File: src/rtl/core/psg_pkg.sv
// psg_pkg: shared types, constants and lookup tables for the tone/noise sound generator
// depends on nothing; used by every module in rtl/core by scoped names
package psg_pkg;

   // number of square-tone voices that exist (1..3); voice slots above this stay silent
   localparam int unsigned TONE_VOICES = 3;
   localparam int unsigned LAST_VOICE  = TONE_VOICES - 1;
   localparam int unsigned CHANNELS    = 4;
   localparam int unsigned NOISE_CH    = 3;

   // transaction opcodes
   localparam logic [1:0] OP_REG_WRITE = 2'd0;
   localparam logic [1:0] OP_STEREO    = 2'd1;
   localparam logic [1:0] OP_TICK      = 2'd2;

   // configuration register indexes
   localparam int unsigned CSR_INDEX_WIDTH = 1;
   localparam logic [CSR_INDEX_WIDTH-1:0] CSR_TAP_MASK   = 1'b0;
   localparam logic [CSR_INDEX_WIDTH-1:0] CSR_LFSR_WIDTH = 1'b1;

   localparam logic [15:0] TAP_MASK_RESET = 16'h0009;
   localparam logic [3:0]  TOP_BIT_RESET  = 4'd15;
   localparam logic [3:0]  ATTEN_SILENT   = 4'hF;
   localparam logic [7:0]  STEREO_RESET   = 8'hFF;

   // noise rate select code that borrows the last tone voice's period
   localparam logic [1:0] NOISE_SEL_TONE = 2'd3;

   typedef struct packed {
      logic [1:0] opcode;
      logic [7:0] data;
   } psg_req_type;

   typedef struct packed {
      logic [14:0] left_sample;
      logic [14:0] right_sample;
   } psg_rsp_type;

   // per-voice update strobes from the register decoder
   typedef struct packed {
      logic       tick;
      logic       wr_lo;
      logic       wr_hi;
      logic [5:0] data;
   } psg_voice_ctl_type;

   // noise channel controls from the register decoder
   typedef struct packed {
      logic        tick;
      logic        ctl_write;
      logic [2:0]  ctl_data;
      logic [15:0] tap_mask;
      logic [3:0]  top_bit;
      logic        reseed;
      logic [3:0]  seed_bit;
   } psg_noise_ctl_type;

   // 2 dB steps, round(4096 * 10^(-k/10)), code 15 is off
   function automatic logic [12:0] level_rom(input logic [3:0] atten);
      logic [12:0] lvl;
      case (atten)
         4'd0:    lvl = 13'd4096;
         4'd1:    lvl = 13'd3254;
         4'd2:    lvl = 13'd2584;
         4'd3:    lvl = 13'd2053;
         4'd4:    lvl = 13'd1631;
         4'd5:    lvl = 13'd1295;
         4'd6:    lvl = 13'd1029;
         4'd7:    lvl = 13'd817;
         4'd8:    lvl = 13'd649;
         4'd9:    lvl = 13'd516;
         4'd10:   lvl = 13'd410;
         4'd11:   lvl = 13'd325;
         4'd12:   lvl = 13'd258;
         4'd13:   lvl = 13'd205;
         4'd14:   lvl = 13'd163;
         default: lvl = 13'd0;
      endcase
      return lvl;
   endfunction

   // fixed noise reload periods
   function automatic logic [9:0] noise_rate_period(input logic [1:0] sel);
      logic [9:0] val;
      case (sel)
         2'd0:    val = 10'd16;
         2'd1:    val = 10'd32;
         default: val = 10'd64;
      endcase
      return val;
   endfunction

   // lfsr length register value to feedback bit position; 0 acts as 1, above 16 as 16
   function automatic logic [3:0] top_bit_of(input logic [4:0] width);
      logic [3:0] tb;
      if (width == 5'd0) begin
         tb = 4'd0;
      end else if (width > 5'd16) begin
         tb = 4'd15;
      end else begin
         tb = 4'(width - 5'd1);
      end
      return tb;
   endfunction

endpackage

File: src/rtl/core/psg_tone_voice.sv
// psg_tone_voice: one square-tone voice, period register, down-counter and output level
// depends on psg_pkg (psg_voice_ctl_type)
module psg_tone_voice (
   input  logic                        clock,
   input  logic                        reset,
   input  psg_pkg::psg_voice_ctl_type  ctl,
   output logic [9:0]                  period,
   output logic                        level
);

   logic [9:0] period_ff, period_in;
   logic [9:0] count_ff, count_in;
   logic       level_ff, level_in;

   always_comb begin
      period_in = period_ff;
      count_in  = count_ff;
      level_in  = level_ff;
      if (ctl.wr_lo) begin
         period_in = {period_ff[9:4], ctl.data[3:0]};
      end else if (ctl.wr_hi) begin
         period_in = {ctl.data, period_ff[3:0]};
      end
      if (ctl.tick) begin
         if (count_ff <= 10'd1) begin
            // zero period parks the output high
            level_in = (period_ff == 10'd0) ? 1'b1 : ~level_ff;
            count_in = period_ff;
         end else begin
            count_in = count_ff - 10'd1;
         end
      end
   end

   always_ff @(posedge clock) begin
      if (reset) begin
         period_ff <= '0;
         count_ff  <= '0;
         level_ff  <= 1'b0;
      end else begin
         period_ff <= period_in;
         count_ff  <= count_in;
         level_ff  <= level_in;
      end
   end

   assign period = period_ff;
   assign level  = level_ff;

endmodule

File: src/rtl/core/psg_noise.sv
// psg_noise: noise voice, rate divider, half-rate toggle and configurable lfsr
// depends on psg_pkg (psg_noise_ctl_type, noise_rate_period)
module psg_noise (
   input  logic                        clock,
   input  logic                        reset,
   input  psg_pkg::psg_noise_ctl_type  ctl,
   input  logic [9:0]                  tone_period,
   output logic                        level
);

   logic [2:0]  control_ff, control_in;
   logic [9:0]  count_ff, count_in;
   logic        half_ff, half_in;
   logic [15:0] shift_ff, shift_in;
   logic        level_ff, level_in;
   logic        feedback;

   always_comb begin
      control_in = control_ff;
      count_in   = count_ff;
      half_in    = half_ff;
      shift_in   = shift_ff;
      level_in   = level_ff;
      // white noise takes tap parity, periodic noise rotates bit 0 back in
      feedback   = control_ff[2] ? ^(shift_ff & ctl.tap_mask) : shift_ff[0];
      if (ctl.ctl_write) begin
         control_in = ctl.ctl_data;
      end
      if (ctl.tick) begin
         if (count_ff <= 10'd1) begin
            half_in = ~half_ff;
            if (!half_ff) begin
               level_in = shift_ff[0];
               shift_in = (shift_ff >> 1) | (16'(feedback) << ctl.top_bit);
            end
            count_in = (control_ff[1:0] == psg_pkg::NOISE_SEL_TONE) ? tone_period
                     : psg_pkg::noise_rate_period(control_ff[1:0]);
         end else begin
            count_in = count_ff - 10'd1;
         end
      end
      if (ctl.reseed) begin
         shift_in = 16'd1 << ctl.seed_bit;
      end
   end

   always_ff @(posedge clock) begin
      if (reset) begin
         control_ff <= '0;
         count_ff   <= '0;
         half_ff    <= 1'b0;
         shift_ff   <= 16'h8000;
         level_ff   <= 1'b0;
      end else begin
         control_ff <= control_in;
         count_ff   <= count_in;
         half_ff    <= half_in;
         shift_ff   <= shift_in;
         level_ff   <= level_in;
      end
   end

   assign level = level_ff;

endmodule

File: src/rtl/core/psg_mixer.sv
// psg_mixer: attenuation lookup, stereo sums and the result register with its handshake
// depends on psg_pkg (psg_rsp_type, level_rom)
module psg_mixer (
   input  logic                 clock,
   input  logic                 reset,
   input  logic                 item_accept,
   input  logic [3:0]           levels,
   input  logic [3:0]           atten [4],
   input  logic [7:0]           stereo,
   output logic                 req_stall,
   output logic                 rsp_valid,
   input  logic                 rsp_stall,
   output psg_pkg::psg_rsp_type rsp_payload
);

   logic                 pend_ff, pend_in;
   logic                 valid_ff, valid_in;
   psg_pkg::psg_rsp_type rsp_ff, rsp_in;
   logic                 rsp_load;
   logic [12:0]          ch_level [4];
   logic [14:0]          left_sum, right_sum;

   // pend_ff: state already updated by a transaction, sums not yet captured
   assign rsp_load  = pend_ff && (!valid_ff || !rsp_stall);
   assign req_stall = pend_ff && valid_ff && rsp_stall;

   always_comb begin
      left_sum  = '0;
      right_sum = '0;
      for (int c = 0; c < 4; c++) begin
         ch_level[c] = levels[c] ? psg_pkg::level_rom(atten[c]) : 13'd0;
         if (stereo[c]) begin
            left_sum = left_sum + 15'(ch_level[c]);
         end
         if (stereo[c+4]) begin
            right_sum = right_sum + 15'(ch_level[c]);
         end
      end
      rsp_in.left_sample  = left_sum;
      rsp_in.right_sample = right_sum;
      pend_in  = item_accept ? 1'b1 : (rsp_load ? 1'b0 : pend_ff);
      valid_in = rsp_load ? 1'b1 : ((valid_ff && !rsp_stall) ? 1'b0 : valid_ff);
   end

   always_ff @(posedge clock) begin
      if (reset) begin
         pend_ff  <= 1'b0;
         valid_ff <= 1'b0;
      end else begin
         pend_ff  <= pend_in;
         valid_ff <= valid_in;
      end
   end

   always_ff @(posedge clock) begin
      if (rsp_load) begin
         rsp_ff <= rsp_in;
      end
   end

   assign rsp_valid   = valid_ff;
   assign rsp_payload = rsp_ff;

endmodule

File: src/rtl/core/psg_tone_noise_generator_core.sv
// psg_tone_noise_generator_core: top level of the four-voice tone/noise sound generator
// depends on psg_pkg, psg_tone_voice, psg_noise, psg_mixer
//
// Three square-tone voices plus one noise voice. Each request transaction is a
// register byte write (latch or data byte to tone period, noise control or
// attenuation), a stereo-enable byte write, or one generator tick. Every request
// returns exactly one response transaction with the left and right sums of the
// enabled channel levels as they stand after that request. The block takes one
// request per clock while req_stall is low: the request updates the voice state at
// its accepting edge, and the sums are then looked up and registered into the
// response register once it is free. One pending stage sits between state update
// and the response register, so a stalled response holds off only a request
// that would arrive while that stage is full. The configuration port (tap mask,
// lfsr length) is meant to be written while no transaction is in flight;
// writing the lfsr length reseeds the noise shift register with a single one at
// its feedback bit. Opcode 3 changes nothing and just returns the current sums.
module psg_tone_noise_generator_core (
   input  logic                                  clock,
   input  logic                                  reset,
   // request channel
   input  logic                                  req_valid,
   output logic                                  req_stall,
   input  psg_pkg::psg_req_type                  req_payload,
   // response channel
   output logic                                  rsp_valid,
   input  logic                                  rsp_stall,
   output psg_pkg::psg_rsp_type                  rsp_payload,
   // configuration write port
   input  logic                                  csr_write,
   input  logic [psg_pkg::CSR_INDEX_WIDTH-1:0]   csr_index,
   input  logic [15:0]                           csr_wdata
);

   logic        item_accept;
   logic        is_reg_write, is_stereo, is_tick;
   logic        is_latch;

   // latched target is {attenuation select, channel}
   logic [2:0]  target_ff, target_in;
   logic [2:0]  target;
   logic [1:0]  target_ch;
   logic        ch_is_voice;

   logic [15:0] tap_mask_ff, tap_mask_in;
   logic [3:0]  top_bit_ff, top_bit_in;
   logic        reseed;
   logic [7:0]  stereo_ff, stereo_in;
   logic [3:0]  atten_ff [4];
   logic [3:0]  atten_in [4];

   psg_pkg::psg_voice_ctl_type voice_ctl [3];
   psg_pkg::psg_noise_ctl_type noise_ctl;
   logic [9:0]  voice_period [3];
   logic [3:0]  levels;

   assign item_accept = req_valid && !req_stall;

   // opcode decode
   always_comb begin
      is_reg_write = 1'b0;
      is_stereo    = 1'b0;
      is_tick      = 1'b0;
      unique case (req_payload.opcode)
         psg_pkg::OP_REG_WRITE: is_reg_write = item_accept;
         psg_pkg::OP_STEREO:    is_stereo    = item_accept;
         psg_pkg::OP_TICK:      is_tick      = item_accept;
         default: ;
      endcase
   end

   // latch byte (bit 7 set) retargets and writes the low nibble; data byte uses the latch
   assign is_latch    = req_payload.data[7];
   assign target      = is_latch ? {req_payload.data[4], req_payload.data[6:5]} : target_ff;
   assign target_ch   = target[1:0];
   assign ch_is_voice = int'(target_ch) < psg_pkg::TONE_VOICES;
   assign target_in   = (is_reg_write && is_latch) ? target : target_ff;

   always_comb begin
      tap_mask_in = tap_mask_ff;
      top_bit_in  = top_bit_ff;
      reseed      = 1'b0;
      if (csr_write) begin
         unique case (csr_index)
            psg_pkg::CSR_TAP_MASK: tap_mask_in = csr_wdata;
            psg_pkg::CSR_LFSR_WIDTH: begin
               top_bit_in = psg_pkg::top_bit_of(csr_wdata[4:0]);
               reseed     = 1'b1;
            end
            default: ;
         endcase
      end
   end

   always_comb begin
      stereo_in = is_stereo ? req_payload.data : stereo_ff;
      for (int c = 0; c < 4; c++) begin
         atten_in[c] = atten_ff[c];
      end
      // attenuation writes land only on existing voices and the noise channel
      if (is_reg_write && target[2] &&
          (ch_is_voice || int'(target_ch) == psg_pkg::NOISE_CH)) begin
         atten_in[target_ch] = req_payload.data[3:0];
      end
   end

   always_ff @(posedge clock) begin
      if (reset) begin
         target_ff   <= '0;
         tap_mask_ff <= psg_pkg::TAP_MASK_RESET;
         top_bit_ff  <= psg_pkg::TOP_BIT_RESET;
         stereo_ff   <= psg_pkg::STEREO_RESET;
         for (int c = 0; c < 4; c++) begin
            atten_ff[c] <= psg_pkg::ATTEN_SILENT;
         end
      end else begin
         target_ff   <= target_in;
         tap_mask_ff <= tap_mask_in;
         top_bit_ff  <= top_bit_in;
         stereo_ff   <= stereo_in;
         for (int c = 0; c < 4; c++) begin
            atten_ff[c] <= atten_in[c];
         end
      end
   end

   // tone voices; slots above the configured count stay silent with a zero period
   for (genvar i = 0; i < 3; i++) begin : g_voice
      if (i < psg_pkg::TONE_VOICES) begin : g_on
         always_comb begin
            voice_ctl[i].tick  = is_tick;
            voice_ctl[i].wr_lo = is_reg_write && !target[2] && is_latch &&
                                 (int'(target_ch) == i);
            voice_ctl[i].wr_hi = is_reg_write && !target[2] && !is_latch &&
                                 (int'(target_ch) == i);
            voice_ctl[i].data  = req_payload.data[5:0];
         end

         psg_tone_voice u_voice (
            .clock  (clock),
            .reset  (reset),
            .ctl    (voice_ctl[i]),
            .period (voice_period[i]),
            .level  (levels[i])
         );
      end else begin : g_off
         assign voice_ctl[i]    = '0;
         assign voice_period[i] = (voice_ctl[i].tick) ? 10'd0 : 10'd0;
         assign levels[i]       = 1'b0;
      end
   end

   // noise voice
   always_comb begin
      noise_ctl.tick      = is_tick;
      noise_ctl.ctl_write = is_reg_write && !target[2] &&
                            (int'(target_ch) == psg_pkg::NOISE_CH);
      noise_ctl.ctl_data  = req_payload.data[2:0];
      noise_ctl.tap_mask  = tap_mask_ff;
      noise_ctl.top_bit   = top_bit_ff;
      noise_ctl.reseed    = reseed;
      noise_ctl.seed_bit  = top_bit_in;
   end

   psg_noise u_noise (
      .clock       (clock),
      .reset       (reset),
      .ctl         (noise_ctl),
      .tone_period (voice_period[psg_pkg::LAST_VOICE]),
      .level       (levels[psg_pkg::NOISE_CH])
   );

   // level lookup, stereo sums and response register
   psg_mixer u_mixer (
      .clock       (clock),
      .reset       (reset),
      .item_accept (item_accept),
      .levels      (levels),
      .atten       (atten_ff),
      .stereo      (stereo_ff),
      .req_stall   (req_stall),
      .rsp_valid   (rsp_valid),
      .rsp_stall   (rsp_stall),
      .rsp_payload (rsp_payload)
   );

endmodule
File: config.mk
export PLATFORM = sky130hd
export DESIGN_NAME = psg_tone_noise_generator_core
export DESIGN_NICKNAME = d
export VERILOG_FILES = /design/src/rtl/core/psg_pkg.sv /design/src/rtl/core/psg_tone_voice.sv /design/src/rtl/core/psg_noise.sv /design/src/rtl/core/psg_mixer.sv /design/src/rtl/core/psg_tone_noise_generator_core.sv
export SDC_FILE = /design/constraint.sdc
export NUM_CORES = 1
export LEC_CHECK = 0
export BUFFER_PORTS_ARGS = -buffer_cell sky130_fd_sc_hd__clkbuf_2
export CORE_UTILIZATION = 43
export DETAILED_ROUTE_END_ITERATION = 10
export SLEW_MARGIN = 30
export SYNTH_ARGS = -nofsm -noshare
export SYNTH_HDL_FRONTEND = slang
export SYNTH_SLANG_ARGS = --single-unit
export TNS_END_PERCENT = 50
File: constraint.sdc
create_clock -name clock -period 6.1 [get_ports clock]
set_input_delay 0.305 -clock clock [delete_from_list [all_inputs] [get_ports clock]]
set_output_delay 0.305 -clock clock [all_outputs]
set_load 0.01 [all_outputs]
# == Word-level counts from Yosys, hierarchy flattened ==
# Memories as Yosys holds them, arrays and structs flattened. A register that Yosys moved wholly into a read port is not among the register bits.
# Cells that the tools add are included.
# op_classes
bitwise_logic,11
eq_ne,8
n_lt_le_gt_ge,8
n_mux,54
shift,2
n_reduce_logical,48
n_addsub,11
# op_table
cell,n
$mux W15,6
$mux W13,6
$mux W16,4
$mux W4,16
$add A15 B13 Y15,4
$mux W10,5
$le A10 B1 Y1 const B,4
$sub A10 B1 Y10 const B,4
$logic_not A10 Y1,3
$add A13 B13 Y14,2
$logic_and A1 B1 Y1,19
$and A16 B16 Y16,1
$bwmux W16,1
$or A15 B16 Y16,1
$reduce_and A2 Y1,8
$reduce_xor A16 Y1,1
$shl A1 B4 Y16,1
$shl A1 B4 Y16 const A,1
$pmux W7 S2,1
$mux W1,13
$eq A2 B2 Y1 const B,5
$demux W4 S2,1
$not A1 Y1,8
$reduce_bool A2 Y1,4
other kinds (14),23
# totals
input_bits,32
mem_bits_ro,832
output_inout_bits,32
wordCells,175
memories,4
register_bits,173
# mem_list
memory,depth,width,read_ports,rd_clocked_by_memory_dff,wr,line,text
(name not given),16,13,1,1,0,psg_pkg.sv:61,case (atten)
(name not given),16,13,1,1,0,psg_pkg.sv:61,
(name not given),16,13,1,1,0,psg_pkg.sv:61,
(name not given),16,13,1,1,0,psg_pkg.sv:61,

# == Longest topological paths before layout ==
# depth
depth_word,10
mapped_depth,27
depth_no_buf,25

# == Cells and area by module ==
# A second synthesis with hierarchy kept.
# unflattened
hier_cells,1775
hier_area_um2,14438.8
# modules_own_cells
mod,area_each_um2,cells_each,seq_area_each_um2,n_inst
psg_mixer,7307.0,944,940.9,1
psg_tone_voice,1028.5,110,420.4,3
psg_noise,2037.0,274,620.6,1
psg_tone_noise_generator_core,2009.4,227,940.9,1

# == Least setup slack after synthesis ==
# No wires, ideal clock.
# synth_path
kind,reg-to-reg
startpoint,register g_voice[1].g_on.u_voice.level_ff
endpoint,"register u_mixer.rsp_ff (netlist bit u_mixer.rsp_payload[29]), data pin"
path_buffers,2
t_required_ns,5.835
arrival_time_ns,5.363
setup_slack_ns,0.472
setup_ns,0.265
synth_period_minus_slack_ns,5.628
stages_incl_launch_ff,28
path_cell_list,dfxtp_1 > buf_4 > clkbuf_1 > and2_1 > ha_1 > fa_1 > a21oi_2 > maj3_2 > a221oi_2 > a2111oi_2 > nor2_1 > xor2_1 > mux2_2 > ha_1 > a21o_1 > nor3_1 > a21oi_1 > xnor2_1 > nor2_1 > a221o_1 > ha_1 > nand3_1 > nand2_1 > a41oi_1 > a211oi_1 > o21ai_0 > o2111ai_1 > o21ai_0
# synth_via
elab_chain_cells,7
# synth_rtl
item,line,text
start: declaration,psg_tone_voice.sv:13,"logic level_ff, level_in;"
start signal: assignment,psg_tone_voice.sv:43,level_ff <= level_in;
$mux W13 *,psg_mixer.sv:31,ch_level[c] = levels[c] ? psg_pkg::level_rom(atten[c]) : 13'd0;
$add A13 B13 Y14 *,psg_mixer.sv:33,left_sum = left_sum + 15'(ch_level[c]);
$mux W15 *,psg_mixer.sv:32,if (stereo[c]) begin
$add A15 B13 Y15,psg_mixer.sv:33,
$mux W15 *,psg_mixer.sv:32,
$add A15 B13 Y15,psg_mixer.sv:33,
$mux W15 *,psg_mixer.sv:32,
named net u_mixer.left_sum[14],psg_mixer.sv:21,"logic [14:0] left_sum, right_sum;"
end signal: assignment,psg_mixer.sv:57,rsp_ff <= rsp_in;
end: declaration,psg_mixer.sv:18,"psg_pkg::psg_rsp_type rsp_ff, rsp_in;"
# Mark *: on every way through the listed nets, which the timed path passes. The rest lies on a longest branch.
# A chain may end at the register's enable or synchronous reset.

==> impl_metrics.env <==
export IMPL_tns_ns=0
export IMPL_synth_net_count=2062
export IMPL_cts_max_path_buffers=3
export IMPL_end_kind="register"
export IMPL_cp_top_family="compound AO/OA/AOI/OAI gates"
export IMPL_synth_adder_area_share_pct=10.1
export IMPL_cts_buffers=26
export IMPL_yosys_area_share_simple_pct=22.7
export IMPL_p_seq_share_pct=42.1
export IMPL_synth_xor_xnor_area_share_pct=4.46
export IMPL_critical_path_arrival_ns=6.01
export IMPL_io_pins=64
export IMPL_drive_gt1_share_pct=11.2
export IMPL_synth_area_leaders="dfxtp_1 (25%), ha_1 (9.2%), edfxtp_1 (5.9%)"
export IMPL_p_clk_share_pct=44.9
export IMPL_startpoint_type="register"
export IMPL_synth_compound_area_share_pct=21.3
export IMPL_dr_pass1_iters=5
export IMPL_synth_edf_count=30
export IMPL_crit_required_ns=6.38
export IMPL_dieArea_um2=36400
export IMPL_drv_cap=0
export IMPL_finalCritPeriodShare_pct=93.8
export IMPL_worst_slack_ns=0.376
export IMPL_overflow=0
export IMPL_area_growth_syn_to_layout_pct=11.3
export IMPL_p_leak_nw=7.32
export IMPL_yosys_area_top_type="dfxtp_1"
export IMPL_htreeDepth=1
export IMPL_synthMuxAreaShare_pct=5.65
export IMPL_worst_slew_pin_transition_ns=0.966
export IMPL_syn_area_per_cell_um2=8.02
export IMPL_io_buffers=63
export IMPL_netlist_area_leader_share_pct=25.5
export IMPL_drc_errors=0
export IMPL_synth_common_cells="nand2_1 (239), dfxtp_1 (195), nor2_1 (182)"
export IMPL_critPathMaxFanout=6
export IMPL_crit_slowest_cell="fa_1"
export IMPL_start_util_pct=44.0
export IMPL_min_period_ns=5.72
export IMPL_place_inst=2350
export IMPL_n_fill_cell=3309
export IMPL_root_buffer="clkbuf_16"
export IMPL_ir_worst_vdd_mv=0.188
export IMPL_synth_seq_cells=225
export IMPL_drtIter0Drc=784
export IMPL_skew_ns=0.0132
export IMPL_worstSetupPathType="register to register"
export IMPL_grt_pass1_wl_mm=65.3
export IMPL_slew_viol_final=0
export IMPL_rows=68
export IMPL_antenna_found_initial=1
export IMPL_grt_pass1_vias=12709
export IMPL_cts_sinks=225
export IMPL_drt_total_wl_mm=40.2
export IMPL_cpMostUsedCell="ha_1"
export IMPL_ys_async_sr_fraction_pct=0
export IMPL_synth_area_um2=15300
export IMPL_fin_hold_ws_ns=0.0317
export IMPL_dr_total_vias=13639
export IMPL_viasPerCell=5.66
export IMPL_syn_inst=1911
export IMPL_setup_violations_final=0
export IMPL_clk_pin_slew_ns=0.06
export IMPL_dp_hpwl_mm=29.9
export IMPL_yosys_cell_types_count=92
export IMPL_gp_congestion=0.939
export IMPL_post_cts_setup_buffers=0
export IMPL_hold_viol_final=0
export IMPL_wire_per_inst_um=16.7
export IMPL_detail_route_antenna_nets=0
export IMPL_swShare_pct=26.5
export IMPL_rsz0062_at_grt="false"
export IMPL_fin_nets=2086
export IMPL_track_usage_pct=21.9
export IMPL_outcome="finished, final reports clean"
export IMPL_yosysSeqAreaShare_pct=31.3
export IMPL_yosysWarnings=0
export IMPL_critPathMaxStageDelay_ns=0.49
export IMPL_switchingPower_w=0.00101
export IMPL_chipWidth_um=191
export IMPL_clkLatencyLatePin_ns=0.55
export IMPL_final_cell_count_no_fill=2411
export IMPL_combPwrFrac_pct=12.9
export IMPL_synth_top_family_by_area="simple AND/OR/NAND/NOR gates"
export IMPL_path_cells="and3_1 > ha_1 > fa_1 > a21oi_2 > maj3_2 > a221oi_2 > a2111oi_2 > buf_4 > o31ai_2 > xnor2_2 > o21ai_0 > ha_1 > or4b_1 > a41oi_1 > xor2_1 > nor2_1 > a31oi_1 > ha_1 > o21a_1 > o21ai_1 > a21o_1 > o21ai_0"
export IMPL_powerDensity_nw_per_um2=223
export IMPL_hold_class="primary input to register"
export IMPL_place_ws_ns=0.358
export IMPL_yosysMostFrequentCell="nand2_1"
export IMPL_core_area_um2=34800
export IMPL_cts_tree="yes"
export IMPL_power_internal_w=0.00280
export IMPL_synthFlopType="dfxtp_1"
export IMPL_die_h_um=191
export IMPL_max_slew_margin_rel_pct=35.6
export IMPL_fmax_mhz=175
export IMPL_grt_max_degree=88
export IMPL_path_buf_inv=1
-- placed cells by master (no fill, tap or decap), drive strengths merged, types with 7 or more instances in the layout --
master	synthesis	routed
nand3	90	90
a211o	7	7
dfxtp	195	195
inv	67	69
o211ai	18	18
and3	22	22
or4	9	9
xor2	21	21
clkbuf	69	96
a21o	22	22
edfxtp	30	30
o21ai	127	127
mux2i	37	37
o32ai	8	8
nor3b	7	7
nor2	184	184
a22oi	13	13
o31ai	14	14
nand2	240	240
o21a	13	13
a21oi	165	165
o22ai	13	13
buf	25	16
nor3	50	50
nor2b	14	14
nand3b	9	9
nand2b	14	14
mux2	44	44
a31oi	21	21
and2	53	53
a211oi	26	26
ha	113	113
or3	11	11
a221oi	7	7
nor4	13	13
xnor2	57	57
dlygate4sd3	0	12
-- cell families after synthesis --
group                      count (synthesis)
xor gates and xnor gates                  78
adders and majority gates                121
buffers and inverters                    161
AOI/OAI and AO/OA                        513
and+or+nand+nor                          732
muxes                                     81
DFF                                      225
-- path summary, 6_finish.rpt --
path                                from                           endpoint  slack, ns  cells past startpoint
max reg2reg                     register  u_mixer.rsp_payload[29]$_DFFE_PP_       0.38                     22
min reg2reg  tap_mask_ff[5]$_SDFFE_PP0P_        tap_mask_ff[5]$_SDFFE_PP0P_       0.46                      2
min                            req_valid       u_mixer.pend_ff$_SDFFE_PP0P_       0.03                      3
max                             register  u_mixer.rsp_payload[29]$_DFFE_PP_       0.38                     22
-- worst min-delay path, delay by kind of cell --
family,cells,cell delay [ns]
buffers and inverters,1,0.12
and+or+nand+nor,2,0.12
-- stage by stage --
| step | total power [W] | util [%] | cell area (µm²) |
|---|---|---|---|
| after CTS | 0.00385 | 48.9 | 17000 |
| after global routing | 0.00398 | 49.0 | 17100 |
| after detailed placement | 0.00212 | 45.8 | 15900 |
| final | 0.00381 | 49.0 | 17100 |
| after floorplan | 0.00200 | - | 15300 |
| after global placement | 0.00211 | 45.7 | 15900 |
-- power by group through the flow --
stage          sequential (W)  clock, W  combinational [W]
3_5_place_dp          0.00164         0           0.000483
5_1_grt               0.00161   0.00181           0.000555
6_report              0.00161   0.00171           0.000493
3_3_place_gp          0.00164         0           0.000477
2_1_floorplan         0.00162         0           0.000380
4_1_cts               0.00160   0.00176           0.000492
-- what timing repair did --
| item | in CTS | in global routing |
|---|---|---|
| hold endpoints to repair | 12 | 0 |
| setup endpoints to repair | 0 | 4 |
| hold buffers | 12 | 0 |
| resized for setup | 0 | 5 |
-- layer usage --
metal | vias up | routed length, µm | global-route usage [%] | share of wire [%]
met5 | - | 0 | 0 | 0
li1 | 6931 | - | - | -
met3 | 76 | 1590 | 2.59 | 4.0
met2 | 313 | 18700 | 36.6 | 46
met4 | 0 | 1380 | 7.94 | 3.4
met1 | 6319 | 18600 | 28.9 | 46
-- final cells by class --
class,count,area [µm²],share of cell area (%)
flip-flops and latches,225,4800,28.2
repair buffers,90,571,3.35
multi-input cells,1525,9890,58.0
well taps,455,569,3.34
clock buffers,34,764,4.48
inverters,67,251,1.47
diodes,1,2.50,0.0147
clock inverters,14,208,1.22
Power figures use the tool's default switching activity.
